## config.mk

```make
export PLATFORM = sky130hd
export DESIGN_NAME = stable_priority_event_queue_unit
export DESIGN_NICKNAME = d
export VERILOG_FILES = /design/src/speq_pkg.sv /design/src/speq_cell.sv /design/src/stable_priority_event_queue_unit.sv
export SDC_FILE = /design/constraint.sdc
export NUM_CORES = 2
export LEC_CHECK = 0
export BUFFER_PORTS_ARGS = -buffer_cell sky130_fd_sc_hd__buf_2
export CORE_MARGIN = 2
export CORE_UTILIZATION = 47
export CTS_BUF_LIST = sky130_fd_sc_hd__clkbuf_16
export DETAILED_ROUTE_END_ITERATION = 12
export HOLD_SLACK_MARGIN = 0.15
export SLEW_MARGIN = 20
export SYNTH_ARGS = -nofsm -noshare
export SYNTH_HDL_FRONTEND = slang
export SYNTH_SLANG_ARGS = --single-unit
```

## constraint.sdc

```tcl
create_clock -name clk -period 10 [get_ports clk]
set_input_delay 0.5 -clock clk [delete_from_list [all_inputs] [get_ports clk]]
set_output_delay 0.5 -clock clk [all_outputs]
set_load 0.01 [all_outputs]
```

## src/speq_pkg.sv

```systemverilog
// Types and codes shared by the stable priority event queue.
// No dependencies; imported by speq_cell and the top level.
package speq_pkg;

	// Field widths of one stored event.
	localparam int unsigned PrioW   = 8;
	localparam int unsigned IdW     = 4;
	localparam int unsigned StatW   = 8;
	localparam int unsigned AmtW    = 16;
	localparam int unsigned OccW    = 5;

	// Request modes.
	typedef enum logic {
		MODE_PUSH = 1'b0,
		MODE_POP  = 1'b1
	} speq_mode_t;

	// Result outcome codes.
	typedef enum logic [1:0] {
		OUT_PUSHED    = 2'd0,
		OUT_POPPED    = 2'd1,
		OUT_EMPTY     = 2'd2,
		OUT_DROP_FULL = 2'd3
	} speq_outcome_t;

	// One stored event.
	typedef struct packed {
		logic [PrioW-1:0]       prio;
		logic [IdW-1:0]         sys;
		logic [IdW-1:0]         res;
		logic [StatW-1:0]       stat;
		logic signed [AmtW-1:0] amt;
	} speq_entry_t;

	// Request word.
	typedef struct packed {
		logic                   mode;
		logic [PrioW-1:0]       priority_req;
		logic [IdW-1:0]         system_id;
		logic [IdW-1:0]         resource_id;
		logic [StatW-1:0]       status_code;
		logic signed [AmtW-1:0] amount;
	} speq_req_t;

	// Response word.
	typedef struct packed {
		logic [1:0]             outcome;
		logic [PrioW-1:0]       out_priority;
		logic [IdW-1:0]         out_system_id;
		logic [IdW-1:0]         out_resource_id;
		logic [StatW-1:0]       out_status_code;
		logic signed [AmtW-1:0] out_amount;
		logic [OccW-1:0]        occupancy;
	} speq_rsp_t;

	// Command broadcast to every cell of the chain.
	typedef struct packed {
		logic        push;
		logic        pop;
		speq_entry_t ent;
	} speq_cmd_t;

endpackage

```

## src/speq_cell.sv

```systemverilog
// One cell of the sorted event chain: holds a single event and shifts it
// to or from its neighbours. Depends on speq_pkg.
module speq_cell
	import speq_pkg::*;
(
	input  logic        clk,
	input  speq_cmd_t   cmd,
	input  logic        occupied,
	input  speq_entry_t left_ent,
	input  logic        left_keeps,
	input  speq_entry_t right_ent,
	output speq_entry_t ent,
	output logic        keeps
);

	speq_entry_t ent_q;

	// A stored event of equal or higher priority stays where it is on a push.
	assign keeps = occupied && (ent_q.prio >= cmd.ent.prio);
	assign ent   = ent_q;

	// On a push the first cell that does not keep takes the new event, the
	// cells behind it take their left neighbour; on a pop everything moves left.
	always_ff @(posedge clk) begin
		if (cmd.push && !keeps) begin
			if (left_keeps) begin
				ent_q <= cmd.ent;
			end else begin
				ent_q <= left_ent;
			end
		end else if (cmd.pop) begin
			ent_q <= right_ent;
		end
	end

endmodule

```

## src/stable_priority_event_queue_unit.sv

```systemverilog
// Top level of the stable priority event queue: a chain of speq_cell
// instances, the occupancy counter and the response register. Depends on speq_pkg.
//
//  channel | direction | handshake            | word
//  req     | in        | req_valid/req_ready  | req_word (speq_req_t)
//  rsp     | out       | rsp_valid/rsp_ready  | rsp_word (speq_rsp_t)
//
// For every request word all cells compare their priority with the pushed one
// in parallel and shift together, so a new word can be
// accepted each cycle while the response register is free or being emptied.
// Reset clears the occupancy count and the response valid; cell contents are
// not reset. When the response is stalled, req_ready falls and the chain holds.
module stable_priority_event_queue_unit
	import speq_pkg::*;
#(
	parameter int unsigned CAPACITY = 16
) (
	input  logic      clk,
	input  logic      arst_n,
	input  logic      req_valid,
	output logic      req_ready,
	input  speq_req_t req_word,
	output logic      rsp_valid,
	input  logic      rsp_ready,
	output speq_rsp_t rsp_word
);

	localparam int unsigned CntW = $clog2(CAPACITY + 1);

	logic [CntW-1:0] count_q;
	logic [CntW-1:0] count_next;
	logic            rsp_valid_q;
	speq_rsp_t       rsp_q;
	logic            req_fire;
	logic            is_pop;
	logic            full;
	logic            empty;
	speq_cmd_t       cmd;
	speq_rsp_t       rsp_next;

	speq_entry_t     cell_ent   [CAPACITY];
	logic            cell_keeps [CAPACITY];

	// Handshake: accept while the response register is free or draining.
	assign req_ready = !rsp_valid_q || rsp_ready;
	assign req_fire  = req_valid && req_ready;
	assign is_pop    = (req_word.mode == MODE_POP);
	assign full      = (count_q == CntW'(CAPACITY));
	assign empty     = (count_q == '0);

	// Command to the chain.
	always_comb begin
		cmd.push     = req_fire && !is_pop && !full;
		cmd.pop      = req_fire && is_pop && !empty;
		cmd.ent.prio = req_word.priority_req;
		cmd.ent.sys  = req_word.system_id;
		cmd.ent.res  = req_word.resource_id;
		cmd.ent.stat = req_word.status_code;
		cmd.ent.amt  = req_word.amount;
	end

	// The chain of cells, one per entry, the head at index zero.
	for (genvar i = 0; i < CAPACITY; i++) begin : g_cell
		speq_entry_t left_ent;
		speq_entry_t right_ent;
		logic        left_keeps;

		if (i == 0) begin : g_head
			assign left_ent   = '0;
			assign left_keeps = 1'b1;
		end else begin : g_body
			assign left_ent   = cell_ent[i-1];
			assign left_keeps = cell_keeps[i-1];
		end

		if (i == CAPACITY - 1) begin : g_tail
			assign right_ent = '0;
		end else begin : g_inner
			assign right_ent = cell_ent[i+1];
		end

		speq_cell u_cell (
			.clk        (clk),
			.cmd        (cmd),
			.occupied   (count_q > CntW'(i)),
			.left_ent   (left_ent),
			.left_keeps (left_keeps),
			.right_ent  (right_ent),
			.ent        (cell_ent[i]),
			.keeps      (cell_keeps[i])
		);
	end

	// Occupancy after this word.
	always_comb begin
		count_next = count_q;
		if (cmd.push) begin
			count_next = count_q + CntW'(1);
		end else if (cmd.pop) begin
			count_next = count_q - CntW'(1);
		end
	end

	// Response word: event fields only on a successful pop.
	always_comb begin
		rsp_next = '0;
		rsp_next.occupancy = OccW'(count_next);
		priority if (is_pop && empty) begin
			rsp_next.outcome = OUT_EMPTY;
		end else if (is_pop) begin
			rsp_next.outcome         = OUT_POPPED;
			rsp_next.out_priority    = cell_ent[0].prio;
			rsp_next.out_system_id   = cell_ent[0].sys;
			rsp_next.out_resource_id = cell_ent[0].res;
			rsp_next.out_status_code = cell_ent[0].stat;
			rsp_next.out_amount      = cell_ent[0].amt;
		end else if (full) begin
			rsp_next.outcome = OUT_DROP_FULL;
		end else begin
			rsp_next.outcome = OUT_PUSHED;
		end
	end

	// Control registers.
	always_ff @(posedge clk or negedge arst_n) begin
		if (!arst_n) begin
			count_q     <= '0;
			rsp_valid_q <= 1'b0;
		end else begin
			count_q <= count_next;
			if (req_fire) begin
				rsp_valid_q <= 1'b1;
			end else if (rsp_ready) begin
				rsp_valid_q <= 1'b0;
			end
		end
	end

	// Response payload register.
	always_ff @(posedge clk) begin
		if (req_fire) begin
			rsp_q <= rsp_next;
		end
	end

	assign rsp_valid = rsp_valid_q;
	assign rsp_word  = rsp_q;

	// The count never passes the number of cells.
	a_count_bound: assert property (@(posedge clk) disable iff (!arst_n)
		count_q <= CntW'(CAPACITY))
		else $error("occupancy count beyond capacity");

	// A pop on a non-empty queue removes exactly one event.
	a_pop_count: assert property (@(posedge clk) disable iff (!arst_n)
		(req_fire && is_pop && !empty) |=> (count_q == $past(count_q) - CntW'(1)))
		else $error("pop did not decrement occupancy");

	// The two front cells stay in service order.
	a_head_order: assert property (@(posedge clk) disable iff (!arst_n)
		(count_q >= CntW'(2)) |-> (cell_ent[0].prio >= cell_ent[1].prio))
		else $error("head cells out of priority order");

	// A push into a full queue leaves the count unchanged.
	a_full_drop: assert property (@(posedge clk) disable iff (!arst_n)
		(req_fire && !is_pop && full) |=> (count_q == $past(count_q)))
		else $error("push into full queue changed occupancy");

endmodule
```

Word level (Yosys, flattened, before mapping)
Cells that the tools add are included.
{"block": "word_totals", "input_bits": 45, "wordCells": 256, "regBits": 693, "out_inout_bits": 49}
{"block": "classes", "n_mux": 53, "n_lt_le_gt_ge": 32, "reduce_logical": 78, "bitwise": 1, "n_eq_ne": 1, "addsub": 2}
{"cell": "2-to-1 mux 40 bit", "count": 47}
{"cell": ">= comparator 8 bit", "count": 16}
{"cell": "greater-than comparator 5 x 4 -> 1 bit (second input constant)", "count": 8}
{"cell": "logical AND 1 bit", "count": 38}
{"cell": "nonzero test 2 bit", "count": 17}
{"cell": "greater-than comparator 5 x 3 -> 1 bit (second input constant)", "count": 4}
{"cell": "zero test 1 bit", "count": 20}
{"cell": "greater-than comparator 5 x 1 -> 1 bit (second input constant)", "count": 2}
{"cell": "greater-than comparator 5 x 2 -> 1 bit (second input constant)", "count": 2}
{"cell": "2-to-1 mux 5 bit", "count": 2}
{"cell": "adder 5 x 1 -> 5 bit (second input constant)", "count": 1}
{"cell": "equality test 5 bit (second input constant)", "count": 1}
{"cell": "zero test 5 bit", "count": 1}
{"cell": "subtractor 5 x 1 -> 5 bit (second input constant)", "count": 1}
{"cell": "2-to-1 mux 2 bit", "count": 2}
{"cell": "2-to-1 mux 1 bit", "count": 2}
{"cell": "OR reduction 2 bit", "count": 1}
{"cell": "logical OR 1 bit", "count": 1}
{"cell": "inverter 1 bit", "count": 1}

Depth between registers and ports, before layout
{"block": "depth", "ltp_word": 7, "ltp_mapped": 11, "depth_no_buf": 8}

By module
A second synthesis with hierarchy kept.
{"block": "unflattened", "cells_unflattened": 2757, "hier_area_um2": 43978.4}
{"module": "speq_cell (g_cell[0].u_cell ...)", "cells_each": 162, "seq_area_each_um2": 1201.2, "instances": 9, "area_each_um2": 2593.7}
{"module": "speq_cell (g_cell[3].u_cell ...)", "cells_each": 161, "seq_area_each_um2": 1201.2, "instances": 7, "area_each_um2": 2613.8}
{"module": "stable_priority_event_queue_unit", "cells_each": 172, "seq_area_each_um2": 1561.5, "instances": 1, "area_each_um2": 2338.5}

Worst setup path before layout
No wires, ideal clock.
{"block": "synth_path", "kind": "input-to-reg", "start": "input port req_word[34] (netlist bit)", "end": "register g_cell[14].u_cell.ent_q (netlist bit g_cell[14].u_cell.ent[0]), enable pin", "cell_stages": 10, "t_arrival_ns": 5.290, "setup_time_ns": 0.493, "required_ns": 9.507, "slack_ns": 4.217, "n_path_buf": 3, "cell_sequence": "clkbuf_1 -> inv_1 -> ha_1 -> a211o_1 -> a31oi_1 -> o221ai_1 -> and2_1 -> clkbuf_1 -> buf_2 -> o21ai_0"}
{"block": "synth_between", "elab_chain_cells": 5}
{"item": "start: declaration", "line": "stable_priority_event_queue_unit.sv:22", "source": "input speq_req_t req_word,"}
{"item": ">= comparator 8 bit", "line": "speq_cell.sv:19", "source": "assign keeps = occupied && (ent_q.prio >= cmd.ent.prio);"}
{"item": "logical AND 1 bit", "line": "speq_cell.sv:19"}
{"item": "zero test 1 bit", "line": "speq_cell.sv:25", "source": "if (cmd.push && !keeps) begin"}
{"item": "logical AND 1 bit", "line": "speq_cell.sv:25"}
{"item": "nonzero test 2 bit (no source line)"}
{"item": "end signal: assignment", "line": "speq_cell.sv:27", "source": "ent_q <= cmd.ent;"}
{"item": "end signal: assignment", "line": "speq_cell.sv:29", "source": "ent_q <= left_ent;"}
{"item": "end signal: assignment", "line": "speq_cell.sv:32", "source": "ent_q <= right_ent;"}
{"item": "end: declaration", "line": "speq_cell.sv:16", "source": "speq_entry_t ent_q;"}
Every way passes these cells.
A chain may end at the register's enable or synchronous reset.

Final worst setup path
{"block": "layout_path", "start": "register count_q[0]", "end": "register g_cell[0].u_cell.ent_q (netlist bit g_cell[0].u_cell.ent[32]), enable pin"}
{"block": "layout_between", "elab_chain_cells": 5, "elab_cells_between_ends": 11, "classes_between": "1 x order compare; 1 x eq/ne; 9 x reduce/logical"}
{"item": "start: declaration", "line": "stable_priority_event_queue_unit.sv:30", "source": "logic [CntW-1:0] count_q;"}
{"item": "start signal: assignment", "line": "stable_priority_event_queue_unit.sv:130", "source": "count_q <= count_next;"}
{"item": "greater-than comparator 5 x 1 -> 1 bit or equality test 5 bit (tied branches)", "line": "stable_priority_event_queue_unit.sv:85, stable_priority_event_queue_unit.sv:48"}
{"item": "logical AND 1 bit or zero test 1 bit (tied branches)", "line": "speq_cell.sv:19, stable_priority_event_queue_unit.sv:53"}
{"item": "zero test 1 bit or logical AND 1 bit (tied branches)", "line": "speq_cell.sv:25, stable_priority_event_queue_unit.sv:53"}
{"item": "logical AND 1 bit", "line": "speq_cell.sv:25"}
{"item": "nonzero test 2 bit (no source line) *"}
{"item": "end signal: assignment", "line": "speq_cell.sv:27"}
{"item": "end signal: assignment", "line": "speq_cell.sv:29"}
{"item": "end signal: assignment", "line": "speq_cell.sv:32"}
{"item": "end: declaration", "line": "speq_cell.sv:16"}
Mark *: on every way between the ends. The rest lies on a longest branch, timed or not.

==> impl_metrics.json <==
{
  "status": "completed",
  "clk_path_buf_depth": 3,
  "p_leak_nw": 16.07,
  "fin_nets": 3410,
  "core_area_um2": 78610,
  "yosys_warnings": 0,
  "grt_max_degree": 82,
  "yosysTopAreaCell": "edfxtp_1",
  "critPathKind": "register to register",
  "syn_nets": 3443,
  "clk_pin_slew_ns": 0.06,
  "cp.arrival_ns": 4.33,
  "grtUsageTotal_pct": 23.41,
  "synth_cell_types": 51,
  "drive_gt1_share_pct": 9.666,
  "cts_sinks": 693,
  "pre_cts_ws_ns": 5.357,
  "cts_made_buffers": 78,
  "cts_resized": 0,
  "first_pass_iters": 5,
  "cp_top_family": "simple AND/OR/NAND/NOR gates",
  "met3_wirelength_um": 7431,
  "cp_slowest_stage_delay_ns": 1.02,
  "dieHeight_um": 285.1,
  "netlist_top_cells_area": "edfxtp_1 56%, mux2i_1 15%, nand2_1 6.5%",
  "dp_hpwl_um": 66140,
  "max-vdd-ir-drop_mv": 0.1412,
  "synth.cell_area_um2": 37130,
  "drc": 0,
  "wirelength_um": 96460,
  "cp_max_fo": 43,
  "start_kind": "register",
  "cts_htree_levels": 3,
  "wl_per_cell_um": 22.22,
  "drt-met1-wl_um": 46730,
  "pwr_density_cell_nw_per_um2": 231.6,
  "r2r_setup_slack_ns": 5.89,
  "synth_top_area_share_pct": 55.56,
  "ios": 94,
  "die_area_um2": 81260,
  "period_minus_slack_ns": 4.108,
  "end_kind": "register",
  "clock_skew_ns": 0.03747,
  "initial_utilization_pct": 47.23,
  "rows": 103,
  "hold_viol_final": 0,
  "setup_viol": 0,
  "slew_violations": 0,
  "synthToLayoutAreaGrowth_pct": 9.928,
  "synth_edf_count": 687,
  "drt-initial-drc-count": 2584,
  "grt_antenna_before_repair": 1,
  "dr.max_layer_used": "met4",
  "drt-vias-per-instance": 5.805,
  "grt_pass1_wl_um": 149800,
  "gp_congestion": 0.8183,
  "wl_met2_um": 41090,
  "cts_root_buffer": "clkbuf_16",
  "maxSlewHeadroom_pct": 26.91,
  "maxCapViolCount": 0,
  "max_freq_mhz": 243.4,
  "critPathSlowestCell": "or4b_2",
  "fin_util_pct": 51.92,
  "worst-path-buf-inv": 1,
  "period_share_pct": 41.08,
  "worstMarginPinSlew_ns": 1.092,
  "ys_ff_latch": 693,
  "multi_input_area_um2": 15360,
  "finalSetupTns_ns": 0,
  "async_flop_share_pct": 0.8658,
  "clk_latency_ns": 0.63,
  "dp_cells": 4199,
  "ant_nets": 0,
  "ys.flop_type": "edfxtp_1",
  "min_path_type": "input port to register",
  "cts_tree": "built",
  "avgSynthCellArea_um2": 11.38,
  "seq_area_um2": 20780,
  "first_global_vias": 24534,
  "grt_setup_unrepaired": "false",
  "synth_cells": 3264,
  "fin_cells": 4341,
  "num_vias": 25200,
  "layout_setup_ws_ns": 5.892,
  "n_fill_cell": 6894,
  "cts_setup_buffers": 0,
  "seq_area_frac_synth_pct": 55.97,
  "io_buffers": 93,
  "path_cells": "inv_1 -> ha_1 -> or4b_2 -> o31a_2 -> nand2b_4 -> nand2_2",
  "grt_remaining_overflow": 0,
  "critPathRequiredTime_ns": 10.22,
  "die_w_um": 285.1
}
[layout make-up]
class,instances,area share [%]
clock buffer,81,4.966
timing repair buffer,131,1.852
sequential,693,50.91
tap,1050,3.219
antenna,1,0.006131
multi-input combinational,2298,37.64
inverter,29,0.2667
clock inverter,58,1.140
[power breakdown]
part | internal [W] | total, W | switching (W) | leakage (nW)
registers | 0.00383 | 0.00413 | 0.000304 | 6.58
clock network | 0.00162 | 0.00282 | 0.00120 | 1.27
logic | 0.000922 | 0.00250 | 0.00158 | 8.22
total | 0.00637 | 0.00945 | 0.00308 | 16.1
[cell families (layout without fill, tap and decap cells)]
logic type	after synthesis	count (layout)	share of synthesized area, %
simple gates	874	874	9.446
flops	693	693	55.97
compound gates	692	692	10.13
mux	593	593	16.40
buf+inv	273	299	3.424
fa+ha+maj	134	134	4.516
xor+xnor	5	5	0.1179
other cells	0	1	0
[stage by stage]
stage                     hold slack [ns]  instance area, um2  total power [W]
after global placement             0.4340               38270         0.006610
after detailed placement           0.4356               38280         0.006668
after global routing               0.2095               40810         0.009913
after CTS                          0.1694               40790         0.009491
final                              0.2055               40810         0.009452
after floorplan                    0.2044               37130         0.005901
[final timing paths]
check | startpoint | to | cells after the start
worst max-delay path | count_q[0] | g_cell[0].u_cell.ent[32] | 6
worst min-delay path | rsp_ready | rsp_valid | 3
worst max register to register | count_q[0] | g_cell[0].u_cell.ent[32] | 6
worst min register to register | g_cell[8].u_cell.ent[0] | g_cell[7].u_cell.ent[0] | 2
max in group asynchronous | arst_n | count_q[3] | 2
min in group asynchronous | arst_n | count_q[2] | 2
[flip-flops by register name, summed over array words and instances, names as in the netlist]
name and flops:
count_q 5, g_cell.u_cell.ent 640, rsp_valid 1, rsp_word 47
[cell usage in the layout, fill, tap and decap left out, types with 42 or more instances in the layout]
master	instances
clkbuf_16	81
o21ai_0	330
a31oi_1	44
inv_1	42
mux2i_1	560
nor2_1	136
nand2_1	623
buf_2	93
a211oi_1	42
o21ai_1	234
ha_1	134
edfxtp_1	687
[routing by layer]
metal | track usage, % | up-vias
met4 | 4.437 | 0
met3 | 4.504 | 91
met5 | 0 | -
met2 | 34.10 | 859
li1 | - | 11890
met1 | 36.37 | 12360
[worst min-delay path: stages]
cell and delay, ns:
buf_2 0.07, nand2b_1 0.14, nand2b_1 0.07
[repair_timing]
| action | CTS | global route |
|---|---|---|
| endpoints found under the hold margin | 7 | 0 |
| setup endpoints to repair | 0 | 0 |
| hold buffers | 2 | 0 |
[synthesized netlist by cell type, types with 3 or more instances]
cell / count
nand3_1: 3
a21oi_1: 10
edfxtp_1: 687
and3_1: 40
xnor2_1: 4
buf_1: 14
o21ai_2: 12
buf_2: 83
nor2_1: 149
dfrtp_1: 6
mux2_4: 30
nor3_1: 3
inv_1: 29
a31oi_1: 44
nor2b_1: 14
o21a_1: 3
a211oi_1: 42
mux2i_1: 560
ha_1: 134
nand2b_1: 4
nand2_1: 638
nand4_1: 14
o21ai_1: 234
buf_6: 18
clkbuf_1: 127
o21ai_0: 331
No activity file was read; power rests on OpenSTA's default activity.
